### config.mk
export PLATFORM = sky130hd
export DESIGN_NAME = hbp_ram
export DESIGN_NICKNAME = d
export VERILOG_FILES = /design/src/sv/hbp_ram.sv
export SDC_FILE = /design/constraint.sdc
export NUM_CORES = 2
export LEC_CHECK = 0
export BUFFER_PORTS_ARGS = -buffer_cell sky130_fd_sc_hd__buf_2
export CAP_MARGIN = 20
export CORE_MARGIN = 5
export CORE_UTILIZATION = 28
export CTS_BUF_LIST = sky130_fd_sc_hd__clkbuf_8
export DETAILED_ROUTE_END_ITERATION = 10
export PLACE_DENSITY = 0.45
export SKIP_CTS_REPAIR_TIMING = 1
export SYNTH_ARGS = -nofsm -noshare
export SYNTH_HDL_FRONTEND = slang
export SYNTH_SLANG_ARGS = --single-unit
### constraint.sdc
create_clock -name i_clk -period 3.08 [get_ports i_clk]
set_clock_uncertainty 0.1 [all_clocks]
set_input_delay 0 -clock i_clk [delete_from_list [all_inputs] [get_ports i_clk]]
set_output_delay 0 -clock i_clk [all_outputs]
set_load 0.02 [all_outputs]
### src/sv/hbp_ram.sv
`timescale 1ns / 1ps
// ----------------------------------------------------------------------------
// hbp_ram
// Generic single-write, single-read RAM with registered read data.
// ----------------------------------------------------------------------------
module hbp_ram #(
    parameter int WIDTH = 8,
    parameter int DEPTH = 256
) (
    input  logic                     i_clk,
    input  logic                     i_we,
    input  logic [$clog2(DEPTH)-1:0] i_waddr,
    input  logic [WIDTH-1:0]         i_wdata,
    input  logic                     i_re,
    input  logic [$clog2(DEPTH)-1:0] i_raddr,
    output logic [WIDTH-1:0]         o_rdata
);

    logic [WIDTH-1:0] r_mem [DEPTH];
    logic [WIDTH-1:0] r_rdata;

    // Write port
    always_ff @(posedge i_clk) begin
        if (i_we) begin
            r_mem[i_waddr] <= i_wdata;
        end
    end

    // Registered read, held while not enabled
    always_ff @(posedge i_clk) begin
        if (i_re) begin
            r_rdata <= r_mem[i_raddr];
        end
    end

    assign o_rdata = r_rdata;

endmodule

Word-level counts from Yosys, hierarchy flattened:

Memories as Yosys holds them, arrays and structs flattened. A register that Yosys moved wholly into a read port is not among the register bits.
Cells that the tools add are included.

* bits in registers: 0
* bits in writable memories: 2048
* input port bits: 27
* output and inout bits: 8
* word-level logic and storage cells: 3
* memories: 1

* mux-type cells: 2

Memories
* r_mem: words 256, bits a word 8, read ports 1, clocked after Yosys merged registers in 1, wr ports 1, line 19 `logic [WIDTH-1:0] r_mem [DEPTH];`

Operators by type and width (number)
* 1-bit two-way mux: 2

Logic depth before layout (Yosys ltp):

* word-level depth: 2
* depth in mapped cells: 11
* mapped depth without buffers: 6

Least setup slack after synthesis:

Ideal clock, no wire load.

* kind: input port to flip-flop
* from: input i_raddr[0]
* to: register r_rdata[2], in the netlist o_rdata[2] (read register of r_mem), data pin
* setup time: 0.269 ns
* arrival time: 1.807 ns
* data required time: 2.711 ns
* slack: 0.904 ns
* cell stages on the path: 9
* path buffers: 4
* cells stage by stage: buf_6 -> buf_12 -> buf_8 -> buf_2 -> mux4_2 -> a22oi_1 -> a21oi_1 -> nor4_1 -> nor4_2

RTL lines
* from (decl): line 15 `input logic [$clog2(DEPTH)-1:0] i_raddr,`
* to (decl): line 20 `logic [WIDTH-1:0] r_rdata;`

==> impl_metrics.py <==
metrics = {
    "logic_synthesis": {
        "synthesis.area_um2": 79600,
        "yosysWarnings": 0,
        "synth_edf_count": 2056,
        "avgSynthCellArea_um2": 21.3,
        "synth_cell_types": 54,
        "ys_async_sr_fraction_pct": 0,
        "ys_seq_elements": 2056,
        "synth_top_flop_cell": "edfxtp_1",
        "syn_inst": 3733,
        "syn-num-nets": 3760,
        "seq_area_frac_synth_pct": 77.5,
    },
    "power_and_ir_drop": {
        "power.total_uw": 56400,
        "p_seq_share_pct": 54.8,
        "irDropWorstVdd_mv": 0.458,
        "p_sw_uw": 13000,
        "p_sw_share_pct": 23.0,
        "intPower_uw": 43400,
        "power_leakage_uw": 0.0301,
        "p_per_area_nw_per_um2": 597,
        "clockPowerShare_pct": 39.3,
        "pwr-share-comb_pct": 5.8,
    },
    "clock_tree": {
        "cts.sinks": 2056,
        "path_clk_slew_ns": 0.06,
        "clockRootBuffer": "clkbuf_8",
        "clock_latency_ns": 1.07,
        "cts_tree": "done",
        "cts.htree.levels": 5,
        "cts_buffers": 362,
        "cts.path.max_buffers": 4,
    },
    "routing": {
        "vias": 40900,
        "ant_nets": 0,
        "drtIter0Drc": 3860,
        "routed_via_density": 4.85,
        "firstDrtPassIters": 5,
        "drc": 0,
        "drt-wirelength-per-cell_um": 27.8,
        "finalWirelength_mm": 235,
    },
    "hold_path": {
        "hold-path-cell-count": 2,
        "hold_class": "primary input to flip-flop",
        "min_to": "r_mem[200][6]",
        "min-delay-start": "i_wdata[6]",
    },
    "grt": {
        "grt_remaining_overflow": 0,
        "grt_pass1_vias": 42400,
        "antenna_found_initial": 11,
        "grt_usage_pct": 15.6,
        "grt_max_degree": 125,
        "grt_pass1_wl_mm": 330,
    },
    "layout": {
        "drive_above_1_share_pct": 31.1,
        "num-fill-cells": 26800,
        "mostFrequentLayoutCells": "2056 x edfxtp_1, 465 x buf_4, 454 x mux4_2",
        "final_nets": 4488,
        "fin_util_pct": 33.4,
        "area_delta_synth_final_pct": 18.6,
        "layout_commonest_cell": "edfxtp_1",
    },
    "floorplanning": {
        "core_um2": 283000,
        "dieArea_um2": 295000,
        "io_pins": 35,
        "rows": 195,
        "die_w_um": 543,
        "initial_core_util_pct": 28.2,
        "die_h_um": 543,
    },
    "sta": {
        "setup_viol": 0,
        "fin_crit_sh_pct": 98.2,
        "drv_slew": 0,
        "maxSlewHeadroom_pct": 21.5,
        "max_freq_mhz": 330,
        "finalHoldViolations": 0,
        "tightest_slew_ns": 1.15,
        "layout_min_cycle_time_ns": 3.03,
        "rsz0062_at_grt": "no",
    },
    "setup_path": {
        "cp.arrival_ns": 3.70,
        "critPathBufInv": 1,
        "crit_chain": "mux4_2 > a22o_1 > a221oi_1 > o32ai_1 > nor3_1 > buf_4 > nor4_1",
        "critPathSlowestCell": "a221oi_1",
        "rr_endpoint": "o_rdata[3]",
        "cp_data_required_time_ns": 3.75,
        "crit_type": "flip-flop to flip-flop",
        "worstSetupStartpointType": "flip-flop",
        "rrSetupSlack_ns": 0.05,
        "timing.rr.start": "r_mem[83][3]",
        "cp-end-kind": "flip-flop",
        "critPathMaxFanout": 1,
        "slowest_delay_ns": 0.70,
        "crit_family": "compound AO/OA/AOI/OAI gates",
        "r2r.worst_path.cells": 7,
    },
    "placed_design": {
        "port_buffers": 34,
        "dp_hpwl_mm": 151,
        "place_congestion": 0.798,
    },
    "outcome": {
        "status": "complete, no violations",
    },
    "run": {
        "cap_violations": 0,
    },
}
==> power by group through the flow <==
stage	combinational, uW	sequential (uW)	clock (uW)
2_1_floorplan	1500	31500	0
3_3_place_gp	3250	31500	0
3_5_place_dp	3280	31500	0
4_1_cts	3280	30900	22900
5_1_grt	3480	30900	24300
6_report	3280	30900	22200
==> final cells by class <==
cell class	count	area (um2)	area share, %
timing repair buffer	597	5350	5.66
clock inverter	233	1100	1.16
sequential	2056	61700	65.4
antenna	11	27.5	0.0291
multi-input combinational	1442	16500	17.5
clock buffer	364	5010	5.30
inverter	2	7.51	0.00795
tap	3743	4680	4.96
==> state kept, by name, summed over array words and instances (netlist names) <==
signal   count
o_rdata      8
r_mem     2048
==> worst max path at each step <==
stage / startpoint / to / slack, ns / cells past startpoint
after floorplan: i_raddr[0] / o_rdata[2] / 0.90 / 9
after global placement: i_raddr[0] / o_rdata[4] / -0.58 / 11
after detailed placement: i_raddr[0] / o_rdata[0] / -0.47 / 11
after CTS: r_mem[208][5] / o_rdata[5] / -0.07 / 8
after global routing: r_mem[83][3] / o_rdata[3] / 0.02 / 7
final: r_mem[83][3] / o_rdata[3] / 0.05 / 7
==> logic make-up (layout without fill, tap and decap cells) <==
group,count (synthesis),in the layout,share of synthesized area [%]
AND/OR/NAND/NOR,466,466,2.63
other,0,11,0
AO/OA/AOI/OAI,385,385,3.42
multiplexers,591,591,14.6
flip-flops,2056,2056,77.5
buffers and inverters,235,1196,1.83
==> through the flow <==
| stage | hold WS, ns | setup slack (ns) | TNS (ns) | cell area, um2 | instances |
|---|---|---|---|---|---|
| after floorplan | -0.00113 | 0.904 | 0 | 79600 | 3733 |
| after global placement | 0.392 | -0.582 | -3.03 | 87800 | 7796 |
| after detailed placement | 0.386 | -0.466 | -1.55 | 87900 | 7800 |
| after CTS | -0.780 | -0.0653 | -0.0653 | 94000 | 8397 |
| after global routing | -0.00795 | 0.0184 | 0 | 94400 | 8446 |
| final | 0.0262 | 0.0541 | 0 | 94500 | 8448 |
==> per-layer routing <==
layer	GRT usage, %	part of all wire (%)	wire [um]
met3	2.79	5.4	12600
met1	21.7	44	104000
met5	0	0	0
met4	3.64	2.1	4820
met2	25.5	48	114000
==> cell usage after synthesis (all sizes together) (2+ instances only) <==
cell	n	area [um2]
a2111oi	5	52.6
a211oi	16	120
a21oi	96	480
a221oi	14	129
a22o	8	70.1
a22oi	133	998
a311oi	2	17.5
a31oi	2	12.5
and2	6	37.5
and3b	2	17.5
buf	122	1030
clkbuf	111	417
edfxtp	2056	61700
mux2i	134	1340
mux4	456	10300
nand2	33	124
nand2b	8	50.1
nand3	34	170
nand3b	2	15.0
nand4	10	62.6
nor2	282	1060
nor2b	31	194
nor3	22	110
nor4	27	188
o211ai	10	75.1
o21ai	12	60.1
o221ai	47	418
o22a	5	43.8
o22ai	28	175
o32ai	5	51.3
or2	4	25.0
==> worst reg2reg max path, cell delays in order, from the launching register on <==
cell and delay, ns:
edfxtp_1 0.36, mux4_2 0.49, a22o_1 0.27, a221oi_1 0.70
o32ai_1 0.37, nor3_1 0.22, buf_4 0.19, nor4_1 0.07
Note: power is estimated with default switching activity, not from simulation.
